===== config.mk =====
export PLATFORM = sky130hd
export DESIGN_NAME = ultrasonic_echo_ranger_unit
export DESIGN_NICKNAME = d
export VERILOG_FILES = /design/src/sv/uer_pkg.sv /design/src/sv/ultrasonic_echo_ranger_unit.sv /design/src/sv/uer_regs.sv /design/src/sv/uer_div.sv /design/src/sv/uer_dp.sv /design/src/sv/uer_ctrl.sv
export SDC_FILE = /design/constraint.sdc
export NUM_CORES = 2
export LEC_CHECK = 0
export BUFFER_PORTS_ARGS = -buffer_cell sky130_fd_sc_hd__buf_2
export CORE_AREA = 3 3 331 333
export CTS_BUF_LIST = sky130_fd_sc_hd__clkbuf_4
export DETAILED_ROUTE_END_ITERATION = 6
export DIE_AREA = 0 0 334 336
export PLACE_DENSITY_LB_ADDON = 0.12
export SLEW_MARGIN = 20
export SYNTH_ARGS = -nofsm -noshare
export SYNTH_HDL_FRONTEND = slang
export SYNTH_SLANG_ARGS = --single-unit

===== constraint.sdc =====
create_clock -name clk -period 19 [get_ports clk]
set_input_delay 0.95 -clock clk [delete_from_list [all_inputs] [get_ports clk]]
set_output_delay 0.95 -clock clk [all_outputs]
set_load 0.01 [all_outputs]

===== src/sv/uer_pkg.sv =====
// Shared types and constants of the ultrasonic echo ranger.
`timescale 1ns / 1ps
package uer_pkg;

	localparam int TICKS_PER_MS    = 1000;
	localparam int TRIG_LOW_TICKS  = 5;
	localparam int TRIG_HIGH_TICKS = 10;
	localparam int GAP_MAX         = 255;
	localparam int GAP_TICKS_MAX   = GAP_MAX * TICKS_PER_MS;
	localparam int TICK_W          = (GAP_TICKS_MAX > 65536) ? $clog2(GAP_TICKS_MAX + 1) : 17;

	localparam int DIST_W     = 17;
	localparam int PW_W       = 16;
	localparam int CNT_W      = 8;
	localparam int SUM_W      = 25;
	localparam int SPEED_W    = 19;
	localparam int DIVIDEND_W = PW_W + SPEED_W;
	localparam int DIV_CNT_W  = $clog2(SUM_W + 1);
	localparam int ADDR_W     = 5;
	localparam int DATA_W     = 32;

	// 200000 = 2^6 * 3125; floor(x / 3125) = (x * RECIP_3125) >> 41 for every x below 2^29
	localparam int SAMPLE_SHIFT = 6;
	localparam int SCALED_W     = DIVIDEND_W - SAMPLE_SHIFT;
	localparam int RECIP_W      = 30;
	localparam int RECIP_FRAC   = 41;
	localparam int RECIP_PROD_W = SCALED_W + RECIP_W;

	localparam logic [DIST_W-1:0]  DIST_MAX   = '1;
	localparam logic [PW_W-1:0]    PW_MAX     = '1;
	localparam logic [RECIP_W-1:0] RECIP_3125 = 30'd703687442;
	localparam logic signed [19:0] SPEED_BASE = 20'sd331300;
	localparam logic signed [10:0] SPEED_SLOPE = 11'sd606;

	typedef enum logic [1:0] {
		ST_OK     = 2'd0,
		ST_NOECHO = 2'd1,
		ST_RANGE  = 2'd2
	} status_t;

	typedef enum logic [2:0] {
		REG_TEMP    = 3'd0,
		REG_MIN     = 3'd1,
		REG_MAX     = 3'd2,
		REG_TIMEOUT = 3'd3,
		REG_COUNT   = 3'd4,
		REG_GAP     = 3'd5
	} reg_idx_t;

	localparam logic [7:0]        RST_TEMP    = 8'd20;
	localparam logic [DIST_W-1:0] RST_MIN     = 17'd2000;
	localparam logic [DIST_W-1:0] RST_MAX     = 17'd60000;
	localparam logic [15:0]       RST_TIMEOUT = 16'd30000;
	localparam logic [CNT_W-1:0]  RST_COUNT   = 8'd1;
	localparam logic [7:0]        RST_GAP     = 8'd0;

	typedef struct packed {
		logic [7:0]        temperature_c;
		logic [DIST_W-1:0] min_distance;
		logic [DIST_W-1:0] max_distance;
		logic [15:0]       echo_timeout;
		logic [CNT_W-1:0]  sample_count;
		logic [7:0]        gap_ms;
	} cfg_t;

	typedef struct packed {
		logic cap;
		logic step;
		logic mul;
		logic scale;
		logic div_go;
		logic acc;
		logic samp;
		logic fin;
		logic emit;
	} cmd_t;

	typedef struct packed {
		logic finish;
		logic need_dist;
		logic last;
		logic no_valid;
		logic div_busy;
	} sts_t;

endpackage


===== src/sv/ultrasonic_echo_ranger_unit.sv =====
// Top level of the temperature-compensated ultrasonic echo ranger.
// Each tick word (start_req, echo) yields exactly one result word (trigger, busy_res,
// done_res, distance, status). A tick that ends no sample passes through accept, step and
// result load; a tick that ends a sample without an echo or ends a burst with no valid
// sample adds the sample update, and a tick that ends a sample with an echo also forms
// the 16x19 product, scales it by 1/200000, done as a shift and a reciprocal
// multiplication, and accumulates it. A tick that closes a burst with at least one
// valid sample then runs the restoring divider for the average, which yields one
// quotient bit per cycle over the 25-bit sum. The result word sits in an output
// register, so the next tick word is taken while it waits; a held result stalls the next
// word only at its result load. Registers sit at byte offsets 0x00 temperature_c, 0x04
// min_distance, 0x08 max_distance, 0x0C echo_timeout, 0x10 sample_count, 0x14 gap_ms;
// write them only while no burst runs.
`timescale 1ns / 1ps
module ultrasonic_echo_ranger_unit import uer_pkg::*; (
	input  logic              clk,
	input  logic              arst_n,
	input  logic              psel,
	input  logic              penable,
	input  logic              pwrite,
	input  logic [ADDR_W-1:0] paddr,
	input  logic [DATA_W-1:0] pwdata,
	output logic [DATA_W-1:0] prdata,
	output logic              pready,
	input  logic              tick_valid,
	output logic              tick_stall,
	input  logic              start_req,
	input  logic              echo,
	output logic              res_valid,
	input  logic              res_stall,
	output logic              trigger,
	output logic              busy_res,
	output logic              done_res,
	output logic [DIST_W-1:0] distance,
	output logic [1:0]        status
);

	cfg_t cfg;
	cmd_t cmd;
	sts_t sts;

	assign pready = 1'b1;

	uer_regs u_regs (
		.clk     (clk),
		.arst_n  (arst_n),
		.psel    (psel),
		.penable (penable),
		.pwrite  (pwrite),
		.paddr   (paddr),
		.pwdata  (pwdata),
		.prdata  (prdata),
		.cfg     (cfg)
	);

	uer_ctrl u_ctrl (
		.clk        (clk),
		.arst_n     (arst_n),
		.tick_valid (tick_valid),
		.tick_stall (tick_stall),
		.res_valid  (res_valid),
		.res_stall  (res_stall),
		.sts        (sts),
		.cmd        (cmd)
	);

	uer_dp u_dp (
		.clk       (clk),
		.arst_n    (arst_n),
		.start_req (start_req),
		.echo      (echo),
		.cfg       (cfg),
		.cmd       (cmd),
		.sts       (sts),
		.trigger   (trigger),
		.busy_res  (busy_res),
		.done_res  (done_res),
		.distance  (distance),
		.status    (status)
	);

endmodule


===== src/sv/uer_regs.sv =====
// Configuration register file behind the APB-style port.
`timescale 1ns / 1ps
module uer_regs import uer_pkg::*; (
	input  logic              clk,
	input  logic              arst_n,
	input  logic              psel,
	input  logic              penable,
	input  logic              pwrite,
	input  logic [ADDR_W-1:0] paddr,
	input  logic [DATA_W-1:0] pwdata,
	output logic [DATA_W-1:0] prdata,
	output cfg_t              cfg
);

	cfg_t     cfg_q;
	reg_idx_t idx;
	logic     wr;

	assign idx = reg_idx_t'(paddr[ADDR_W-1:2]);
	assign wr  = psel && penable && pwrite;
	assign cfg = cfg_q;

	always_ff @(posedge clk or negedge arst_n) begin
		if (!arst_n) begin
			cfg_q.temperature_c <= RST_TEMP;
			cfg_q.min_distance  <= RST_MIN;
			cfg_q.max_distance  <= RST_MAX;
			cfg_q.echo_timeout  <= RST_TIMEOUT;
			cfg_q.sample_count  <= RST_COUNT;
			cfg_q.gap_ms        <= RST_GAP;
		end else if (wr) begin
			unique case (idx)
				REG_TEMP:    cfg_q.temperature_c <= pwdata[7:0];
				REG_MIN:     cfg_q.min_distance  <= pwdata[DIST_W-1:0];
				REG_MAX:     cfg_q.max_distance  <= pwdata[DIST_W-1:0];
				REG_TIMEOUT: cfg_q.echo_timeout  <= pwdata[15:0];
				REG_COUNT:   cfg_q.sample_count  <= pwdata[CNT_W-1:0];
				REG_GAP:     cfg_q.gap_ms        <= pwdata[7:0];
				default: ;
			endcase
		end
	end

	always_comb begin
		prdata = '0;
		unique case (idx)
			REG_TEMP:    prdata = DATA_W'(cfg_q.temperature_c);
			REG_MIN:     prdata = DATA_W'(cfg_q.min_distance);
			REG_MAX:     prdata = DATA_W'(cfg_q.max_distance);
			REG_TIMEOUT: prdata = DATA_W'(cfg_q.echo_timeout);
			REG_COUNT:   prdata = DATA_W'(cfg_q.sample_count);
			REG_GAP:     prdata = DATA_W'(cfg_q.gap_ms);
			default:     prdata = '0;
		endcase
	end

endmodule


===== src/sv/uer_div.sv =====
// Restoring divider, one quotient bit per cycle.
`timescale 1ns / 1ps
module uer_div import uer_pkg::*; (
	input  logic              clk,
	input  logic              arst_n,
	input  logic              start,
	input  logic [SUM_W-1:0]  dividend,
	input  logic [CNT_W-1:0]  divisor,
	output logic              busy,
	output logic [SUM_W-1:0]  quotient
);

	logic [DIV_CNT_W-1:0] cnt_q;
	logic [CNT_W-1:0]     rem_q;
	logic [SUM_W-1:0]     quo_q;
	logic [CNT_W:0]       shifted;
	logic                 fits;

	assign busy     = (cnt_q != '0);
	assign quotient = quo_q;
	assign shifted  = {rem_q, quo_q[SUM_W-1]};
	assign fits     = (shifted >= {1'b0, divisor});

	always_ff @(posedge clk or negedge arst_n) begin
		if (!arst_n) begin
			cnt_q <= '0;
		end else if (start) begin
			cnt_q <= DIV_CNT_W'(SUM_W);
		end else if (busy) begin
			cnt_q <= cnt_q - 1'b1;
		end
	end

	always_ff @(posedge clk) begin
		if (start) begin
			rem_q <= '0;
			quo_q <= dividend;
		end else if (busy) begin
			rem_q <= fits ? CNT_W'(shifted - {1'b0, divisor}) : shifted[CNT_W-1:0];
			quo_q <= {quo_q[SUM_W-2:0], fits};
		end
	end

endmodule


===== src/sv/uer_dp.sv =====
// Ranger datapath: sample phase logic, distance math, burst averaging, result word.
`timescale 1ns / 1ps
module uer_dp import uer_pkg::*; (
	input  logic              clk,
	input  logic              arst_n,
	input  logic              start_req,
	input  logic              echo,
	input  cfg_t              cfg,
	input  cmd_t              cmd,
	output sts_t              sts,
	output logic              trigger,
	output logic              busy_res,
	output logic              done_res,
	output logic [DIST_W-1:0] distance,
	output logic [1:0]        status
);

	typedef enum logic [2:0] {
		P_IDLE  = 3'd0,
		P_LOW   = 3'd1,
		P_HIGH  = 3'd2,
		P_WAIT  = 3'd3,
		P_PULSE = 3'd4,
		P_GAP   = 3'd5
	} phase_t;

	phase_t                phase_q;
	logic [TICK_W-1:0]     tick_q;
	logic [PW_W-1:0]       pw_q;
	logic [CNT_W-1:0]      samples_q;
	logic [CNT_W-1:0]      valid_q;
	logic [SUM_W-1:0]      sum_q;

	logic                  start_q;
	logic                  echo_q;
	logic [SPEED_W-1:0]    speed_q;
	logic [DIVIDEND_W-1:0] prod_q;
	logic [DIST_W-1:0]     samp_dist_q;
	logic                  trig_q;
	logic                  busy_q;
	logic                  done_q;
	logic [DIST_W-1:0]     dist_q;
	status_t               stat_q;

	logic                  trig_out_q;
	logic                  busy_out_q;
	logic                  done_out_q;
	logic [DIST_W-1:0]     dist_out_q;
	status_t               stat_out_q;

	phase_t                ph;
	logic [TICK_W-1:0]     tk;
	logic [PW_W-1:0]       pw;
	logic                  clr;
	logic                  busy_c;
	logic                  trig_c;
	logic                  fin_c;
	logic                  vld_c;
	logic [TICK_W-1:0]     gap_ticks;
	logic signed [18:0]    tmul;
	logic signed [19:0]    speed_c;
	logic [DIVIDEND_W-1:0] prod_c;
	logic [SCALED_W-1:0]   prod_shr;
	logic [RECIP_PROD_W-1:0] recip_c;
	logic [CNT_W-1:0]      samples_inc;
	logic                  last_c;
	logic                  div_busy;
	logic [SUM_W-1:0]      quot;
	logic [DIST_W-1:0]     sample_dist;
	logic [DIST_W-1:0]     avg;

	assign gap_ticks   = TICK_W'(cfg.gap_ms * TICKS_PER_MS);
	assign tmul        = $signed(cfg.temperature_c) * SPEED_SLOPE;
	assign speed_c     = SPEED_BASE + {tmul[18], tmul};
	assign prod_c      = pw_q * speed_q;
	assign prod_shr    = prod_q[DIVIDEND_W-1:SAMPLE_SHIFT];
	assign recip_c     = prod_shr * RECIP_3125;
	assign samples_inc = samples_q + 1'b1;
	assign last_c      = (samples_inc >= cfg.sample_count) || (cfg.sample_count == '0);
	assign sample_dist = (|recip_c[RECIP_PROD_W-1:RECIP_FRAC+DIST_W]) ? DIST_MAX
		: recip_c[RECIP_FRAC+DIST_W-1:RECIP_FRAC];
	assign avg         = quot[DIST_W-1:0];

	always_comb begin
		ph     = phase_q;
		tk     = tick_q;
		pw     = pw_q;
		clr    = 1'b0;
		busy_c = 1'b1;
		trig_c = 1'b0;
		fin_c  = 1'b0;
		vld_c  = 1'b0;
		if (ph == P_IDLE) begin
			if (start_q) begin
				ph  = P_LOW;
				tk  = '0;
				clr = 1'b1;
			end else begin
				busy_c = 1'b0;
			end
		end
		unique case (ph)
			P_LOW: begin
				tk = tk + 1'b1;
				if (tk >= TICK_W'(TRIG_LOW_TICKS)) begin
					ph = P_HIGH;
					tk = '0;
				end
			end
			P_HIGH: begin
				trig_c = 1'b1;
				tk = tk + 1'b1;
				if (tk >= TICK_W'(TRIG_HIGH_TICKS)) begin
					ph = P_WAIT;
					tk = '0;
					pw = '0;
				end
			end
			P_WAIT: begin
				tk = tk + 1'b1;
				if (echo_q) begin
					pw = PW_W'(1);
					ph = P_PULSE;
				end
				if (tk >= TICK_W'(cfg.echo_timeout)) fin_c = 1'b1;
			end
			P_PULSE: begin
				tk = tk + 1'b1;
				if (!echo_q) begin
					fin_c = 1'b1;
					vld_c = 1'b1;
				end else begin
					if (pw != PW_MAX) pw = pw + 1'b1;
					if (tk >= TICK_W'(cfg.echo_timeout)) fin_c = 1'b1;
				end
			end
			P_GAP: begin
				tk = tk + 1'b1;
				if (tk >= gap_ticks) begin
					ph = P_LOW;
					tk = '0;
				end
			end
			default: ;
		endcase
		if (fin_c) tk = '0;
	end

	assign sts.finish    = fin_c;
	assign sts.need_dist = fin_c && vld_c && (pw != '0);
	assign sts.last      = last_c;
	assign sts.no_valid  = (valid_q == '0);
	assign sts.div_busy  = div_busy;

	uer_div u_div (
		.clk      (clk),
		.arst_n   (arst_n),
		.start    (cmd.div_go),
		.dividend (sum_q),
		.divisor  (valid_q),
		.busy     (div_busy),
		.quotient (quot)
	);

	always_ff @(posedge clk or negedge arst_n) begin
		if (!arst_n) begin
			phase_q   <= P_IDLE;
			tick_q    <= '0;
			pw_q      <= '0;
			samples_q <= '0;
			valid_q   <= '0;
			sum_q     <= '0;
		end else if (cmd.step) begin
			phase_q <= ph;
			tick_q  <= tk;
			pw_q    <= pw;
			if (clr) begin
				samples_q <= '0;
				valid_q   <= '0;
				sum_q     <= '0;
			end
		end else if (cmd.acc) begin
			sum_q   <= sum_q + SUM_W'(samp_dist_q);
			valid_q <= valid_q + 1'b1;
		end else if (cmd.samp) begin
			samples_q <= samples_inc;
			if (last_c) phase_q <= P_IDLE;
			else phase_q <= (cfg.gap_ms == '0) ? P_LOW : P_GAP;
		end
	end

	always_ff @(posedge clk) begin
		if (cmd.cap) begin
			start_q <= start_req;
			echo_q  <= echo;
		end
		if (cmd.step) begin
			speed_q <= speed_c[SPEED_W-1:0];
			trig_q  <= trig_c;
			busy_q  <= busy_c;
			done_q  <= 1'b0;
			dist_q  <= '0;
			stat_q  <= ST_OK;
		end
		if (cmd.mul) prod_q <= prod_c;
		if (cmd.scale) samp_dist_q <= sample_dist;
		if (cmd.samp && last_c) begin
			done_q <= 1'b1;
			if (valid_q == '0) stat_q <= ST_NOECHO;
		end
		if (cmd.fin) begin
			dist_q <= avg;
			stat_q <= (avg < cfg.min_distance || avg > cfg.max_distance) ? ST_RANGE : ST_OK;
		end
		if (cmd.emit) begin
			trig_out_q <= trig_q;
			busy_out_q <= busy_q;
			done_out_q <= done_q;
			dist_out_q <= dist_q;
			stat_out_q <= stat_q;
		end
	end

	assign trigger  = trig_out_q;
	assign busy_res = busy_out_q;
	assign done_res = done_out_q;
	assign distance = dist_out_q;
	assign status   = stat_out_q;

endmodule


===== src/sv/uer_ctrl.sv =====
// Ranger controller: sequences one tick word through step, distance and average.
`timescale 1ns / 1ps
module uer_ctrl import uer_pkg::*; (
	input  logic clk,
	input  logic arst_n,
	input  logic tick_valid,
	output logic tick_stall,
	output logic res_valid,
	input  logic res_stall,
	input  sts_t sts,
	output cmd_t cmd
);

	typedef enum logic [3:0] {
		C_READY,
		C_STEP,
		C_MUL,
		C_SCALE,
		C_ACC,
		C_SAMP,
		C_DIVA_GO,
		C_DIVA_WAIT,
		C_FIN,
		C_EMIT
	} state_t;

	state_t state_q;
	logic   res_valid_q;
	logic   out_free;

	assign out_free   = !res_valid_q || !res_stall;
	assign tick_stall = (state_q != C_READY);
	assign res_valid  = res_valid_q;

	always_comb begin
		cmd = '0;
		unique case (state_q)
			C_READY:   cmd.cap = tick_valid;
			C_STEP:    cmd.step = 1'b1;
			C_MUL:     cmd.mul = 1'b1;
			C_SCALE:   cmd.scale = 1'b1;
			C_ACC:     cmd.acc = 1'b1;
			C_SAMP:    cmd.samp = 1'b1;
			C_DIVA_GO: cmd.div_go = 1'b1;
			C_FIN:     cmd.fin = 1'b1;
			C_EMIT:    cmd.emit = out_free;
			default: ;
		endcase
	end

	always_ff @(posedge clk or negedge arst_n) begin
		if (!arst_n) begin
			state_q     <= C_READY;
			res_valid_q <= 1'b0;
		end else begin
			if (cmd.emit) res_valid_q <= 1'b1;
			else if (!res_stall) res_valid_q <= 1'b0;
			unique case (state_q)
				C_READY:     if (tick_valid) state_q <= C_STEP;
				C_STEP: begin
					if (!sts.finish) state_q <= C_EMIT;
					else if (sts.need_dist) state_q <= C_MUL;
					else state_q <= C_SAMP;
				end
				C_MUL:       state_q <= C_SCALE;
				C_SCALE:     state_q <= C_ACC;
				C_ACC:       state_q <= C_SAMP;
				C_SAMP: begin
					if (sts.last && !sts.no_valid) state_q <= C_DIVA_GO;
					else state_q <= C_EMIT;
				end
				C_DIVA_GO:   state_q <= C_DIVA_WAIT;
				C_DIVA_WAIT: if (!sts.div_busy) state_q <= C_FIN;
				C_FIN:       state_q <= C_EMIT;
				C_EMIT:      if (out_free) state_q <= C_READY;
				default:     state_q <= C_READY;
			endcase
		end
	end

endmodule


==> summary.md <==
| Metric | Value |
|---|---|
| Filler Cells Inserted | `between 10000 and 15000` |
| Final Core Density | `between 40% and 50%` |
| Final Hold Viols | `0` |
| Logic pwr share | `a little under three fifths` |
| CTS Hold Buffers Added | `1` |
| Synth top cells by count | `868 x inv_1, 675 x ha_1, 580 x fa_1` |
| Top post-synthesis cells by area | `fa_1 27%, ha_1 20%, edfxtp_1 9.3%, dfrtp_1 8.1%, inv_1 7.6%` |
| VDD IR max | `~160 uV` |
| Setup TNS | `0 ns` |
| Achievable Freq | `between 100 and 150 MHz` |
| Die width | `334 um` |
| Clock Path Buffers | `3` |
| DR vias | `~30000` |
| Crit path DAT | `just over 9 ns` |
| Fin crit period | `around 8.8 ns` |
| Outcome | `finished clean` |
| CTS Root Cell | `clkbuf_4` |
| Drt via density | `5.068` |
| Initial antenna violation count | `3` |
| Clock latency on the worst-skew pair | `0.89 ns` |
| Peak fanout along the critical path | `13` |
| WP buf/inv | `4` |
| Fin nets | `about 5800` |
| Switching Fraction | `a little under half` |
| Gpl congestion | `roughly 0.84` |
| End of the worst register-to-register path | `u_dp.samp_dist_q[12]` |
| Worst Clk Skew | `slightly below 0.09 ns` |
| Synth unique cells | `96` |
| Inst Count DP | `5795` |
| Share of the synthesized area in the top cell type | `roughly 27%` |
| Pint | `between 2 and 2.5 mW` |
| Yosys reg bits | `slightly above 300` |
| Post-DP Area | `~45000 um2` |
| Port-buffer cells | `69` |
| Share of layout cells above drive strength 1 | `7.856%` |
| R2R setup slack | `about 10 ns` |
| Post_cts resized | `0` |
| Critical Path RT | `around 20 ns` |
| Critical Path Source Type | `register` |
| Pwr/cell area | `roughly 90 nW/um2` |
| GRT Util Overall | `around a fifth` |
| Crit end category | `register` |
| Min-delay src | `start_req` |
| Post-Route WL | `109.0 mm` |
| Num CTS Buffers | `a little under 90` |
| GRT overflow | `0` |
| WHS | `roughly 0.30 ns` |
| R2R cell count | `23` |
| Seq pwr share | `~29%` |
| Placeable core region | `around 110000 um2` |
| H-tree levels | `3` |
| Clock power share | `between 10% and 20%` |
| Die area | `around 110000 um2` |
| Ys Warns | `0` |
| Crit path max-delay family | `adder cells` |
| Post-DP HPWL | `around 86 mm` |
| Global-route wire length before repair | `between 150 and 200 mm` |
| Mean Syn Cell Area | `9.690 um2` |
| Delay of the slowest critical-path stage | `between 0.9 and 1 ns` |
| Clock Pin Slew Worst Setup and Hold Paths | `about 0.070 ns` |
| Max Cap Violations | `0` |
| Kind of critical path | `register to register` |
| Setup Viol. Count Final | `0` |
| Wire per inst | `roughly 18 um` |
| Clock Sinks | `305` |
| Iter 0 DRT Violations | `between 1500 and 2000` |
| Die Ht | `approximately 340 um` |
| Synth-to-layout area growth | `7.365%` |
| I/O Pins | `a little over 100` |
| Ys async rst share | `between 50% and 60%` |
| P_leak | `around 23 nW` |
| Final slew viol count | `0` |
| Slew HR | `29.62%` |
| Storage cell area | `8267 um2` |
| Post-synth EDFFs | `around 130` |
| Initial Util | `about 40%` |
| Crit-path cells | `ha_1 -> fa_1 -> inv_1 -> fa_1 -> fa_1 -> fa_1 -> inv_1 -> fa_1 -> inv_1 -> fa_1 -> fa_1 -> inv_1 -> ha_1 -> nand3_1 -> nor4_1 -> o211ai_1 -> nand3_1 -> a22oi_1 -> o32ai_1 -> o41ai_2 -> mux2i_2 -> nand3_1 -> o21bai_1` |
| Hold crit path type | `primary input to register` |
| Fin crit share | `approximately 46%` |
| Routed Antenna Nets | `0` |
| Hold EP | `u_dp.start_q` |
| Most used cell along the critical path | `fa_1` |
| Postcts setup bufs | `0` |
| Register area share after synthesis | `19.34%` |
| Area occupied by multi-input gates | `approximately 31000 um2` |
| Finished Layout Cells | `approximately 6000` |
| Router iterations before antenna repair | `5` |
| Vias in the first global route | `approximately 31000` |
| Highest-delay cell along the critical path | `edfxtp_1` |
| Synth Cell Area | `42740 um2` |
| Main flop type after synthesis | `dfrtp_1` |
| RSZ-0062 raised after global routing | `false` |
| Post-layout instance area | `~46000 um2` |
| Worst-margin pin slew | `1.056 ns` |
| Row count | `120` |
| CTS tree | `yes` |
| Hold Path Depth | `1` |
| Psw | `roughly 1.9 mW` |
| Post-Syn Instances | `4411` |
| Largest net degree at the start of global routing | `64` |
| R2r startpoint | `u_dp.prod_q[18]` |
| DR DRC count | `0` |
| Yosys top cell by area | `fa_1` |
| Most frequent cell after synthesis | `inv_1` |
## how the worst max path moves through the flow
| stage | to | depth (start not counted) | start | slack (ns) |
|---|---|---|---|---|
| 2_1_floorplan | u_dp.samp_dist_q[12] | 23 | u_dp.prod_q[22] | 11.59 |
| 3_3_place_gp | u_dp.samp_dist_q[12] | 23 | u_dp.prod_q[18] | 10.15 |
| 3_5_place_dp | u_dp.samp_dist_q[12] | 23 | u_dp.prod_q[17] | 10.12 |
| 4_1_cts | u_dp.samp_dist_q[12] | 23 | u_dp.prod_q[18] | 10.10 |
| 5_1_grt | u_dp.samp_dist_q[12] | 23 | u_dp.prod_q[18] | 9.65 |
| 6_report | u_dp.samp_dist_q[12] | 23 | u_dp.prod_q[18] | 10.23 |
## metal layers
metal,vias to the layer above,routed length (um),global-route usage (%)
met1,15020,52640,28.38
met2,524,50550,32.53
met3,136,3332,1.936
met5,-,13,0
li1,14560,-,-
met4,2,2425,4.849
## power by group through the flow
stage                     sequential, mW  clock (mW)  combinational [mW]
final                               1.19       0.662                2.30
after global routing                1.21       0.723                2.68
after CTS                           1.19       0.689                2.34
after detailed placement            1.20           0                2.32
after global placement              1.20           0                2.30
after floorplan                     1.03           0                1.83
## logic make-up (layout without fill, tap and decap cells)
family,Yosys count,count (layout),synth area share [%]
fa+ha+maj,1255,1255,46.92
flops,305,305,19.34
compound gates,607,607,9.192
xor+xnor,128,128,2.623
simple gates,1061,1061,11.92
buf+inv,1020,1152,9.162
other cells,2,22,0.01757
mux,33,33,0.8255
## layout by cell type, fill, tap and decap left out, types with 19 or more instances in the layout
master and n:
nand3_1 62, a211oi_1 23, and3_1 34, xnor2_1 74, edfxtp_1 132, fa_1 580
nand2b_1 31, xor2_1 54, o21ai_0 192, and2_1 107, a21o_1 52, o21a_1 19
nor3_1 37, a21oi_1 115, nor2_1 157, nand2_1 465, buf_4 50, clkbuf_4 141
nand4_1 40, inv_1 868, dfrtp_1 139, a22o_1 20, buf_2 68, a22oi_1 20
ha_1 675, dfstp_2 23, nor2b_1 33
## layout make-up
type,instances,share of cell area (%)
Tap cell,1403,3.825
Inverter,868,7.100
Sequential cell,305,18.01
Clock inverter,23,0.3244
Antenna cell,6,0.03272
Clock buffer,141,2.307
Timing Repair Buffer,120,1.606
Multi-Input combinational cell,3100,66.79
## worst reg2reg max path: cells and delay by family, from the launching register on
family	cells	cell delay [ns]
fa+ha+maj	9	4.14
compound gates	5	1.62
flops	1	0.99
simple gates	4	0.95
mux	1	0.57
buf+inv	4	0.22
## flip-flops by register name, indices dropped and copies added (netlist names), 4 cells and up
signal               count
u_ctrl.state_q           4
u_dp.u_div.quotient     25
u_dp.sum_q              25
u_dp.u_div.rem_q         8
u_dp.pw_q               16
u_dp.distance           17
u_dp.samples_q           8
u_dp.tick_q             18
u_dp.samp_dist_q        17
u_dp.prod_q             29
u_dp.valid_q             8
u_dp.dist_q             17
u_regs.cfg              74
u_dp.u_div.cnt_q         5
u_dp.speed_q            18
## through the flow
step	setup slack, ns	total power [mW]
4_1_cts	10.10	4.218
3_3_place_gp	10.15	3.497
6_report	10.23	4.146
2_1_floorplan	11.59	2.857
3_5_place_dp	10.12	3.517
5_1_grt	9.654	4.611
(Power assumes the default switching activity.)
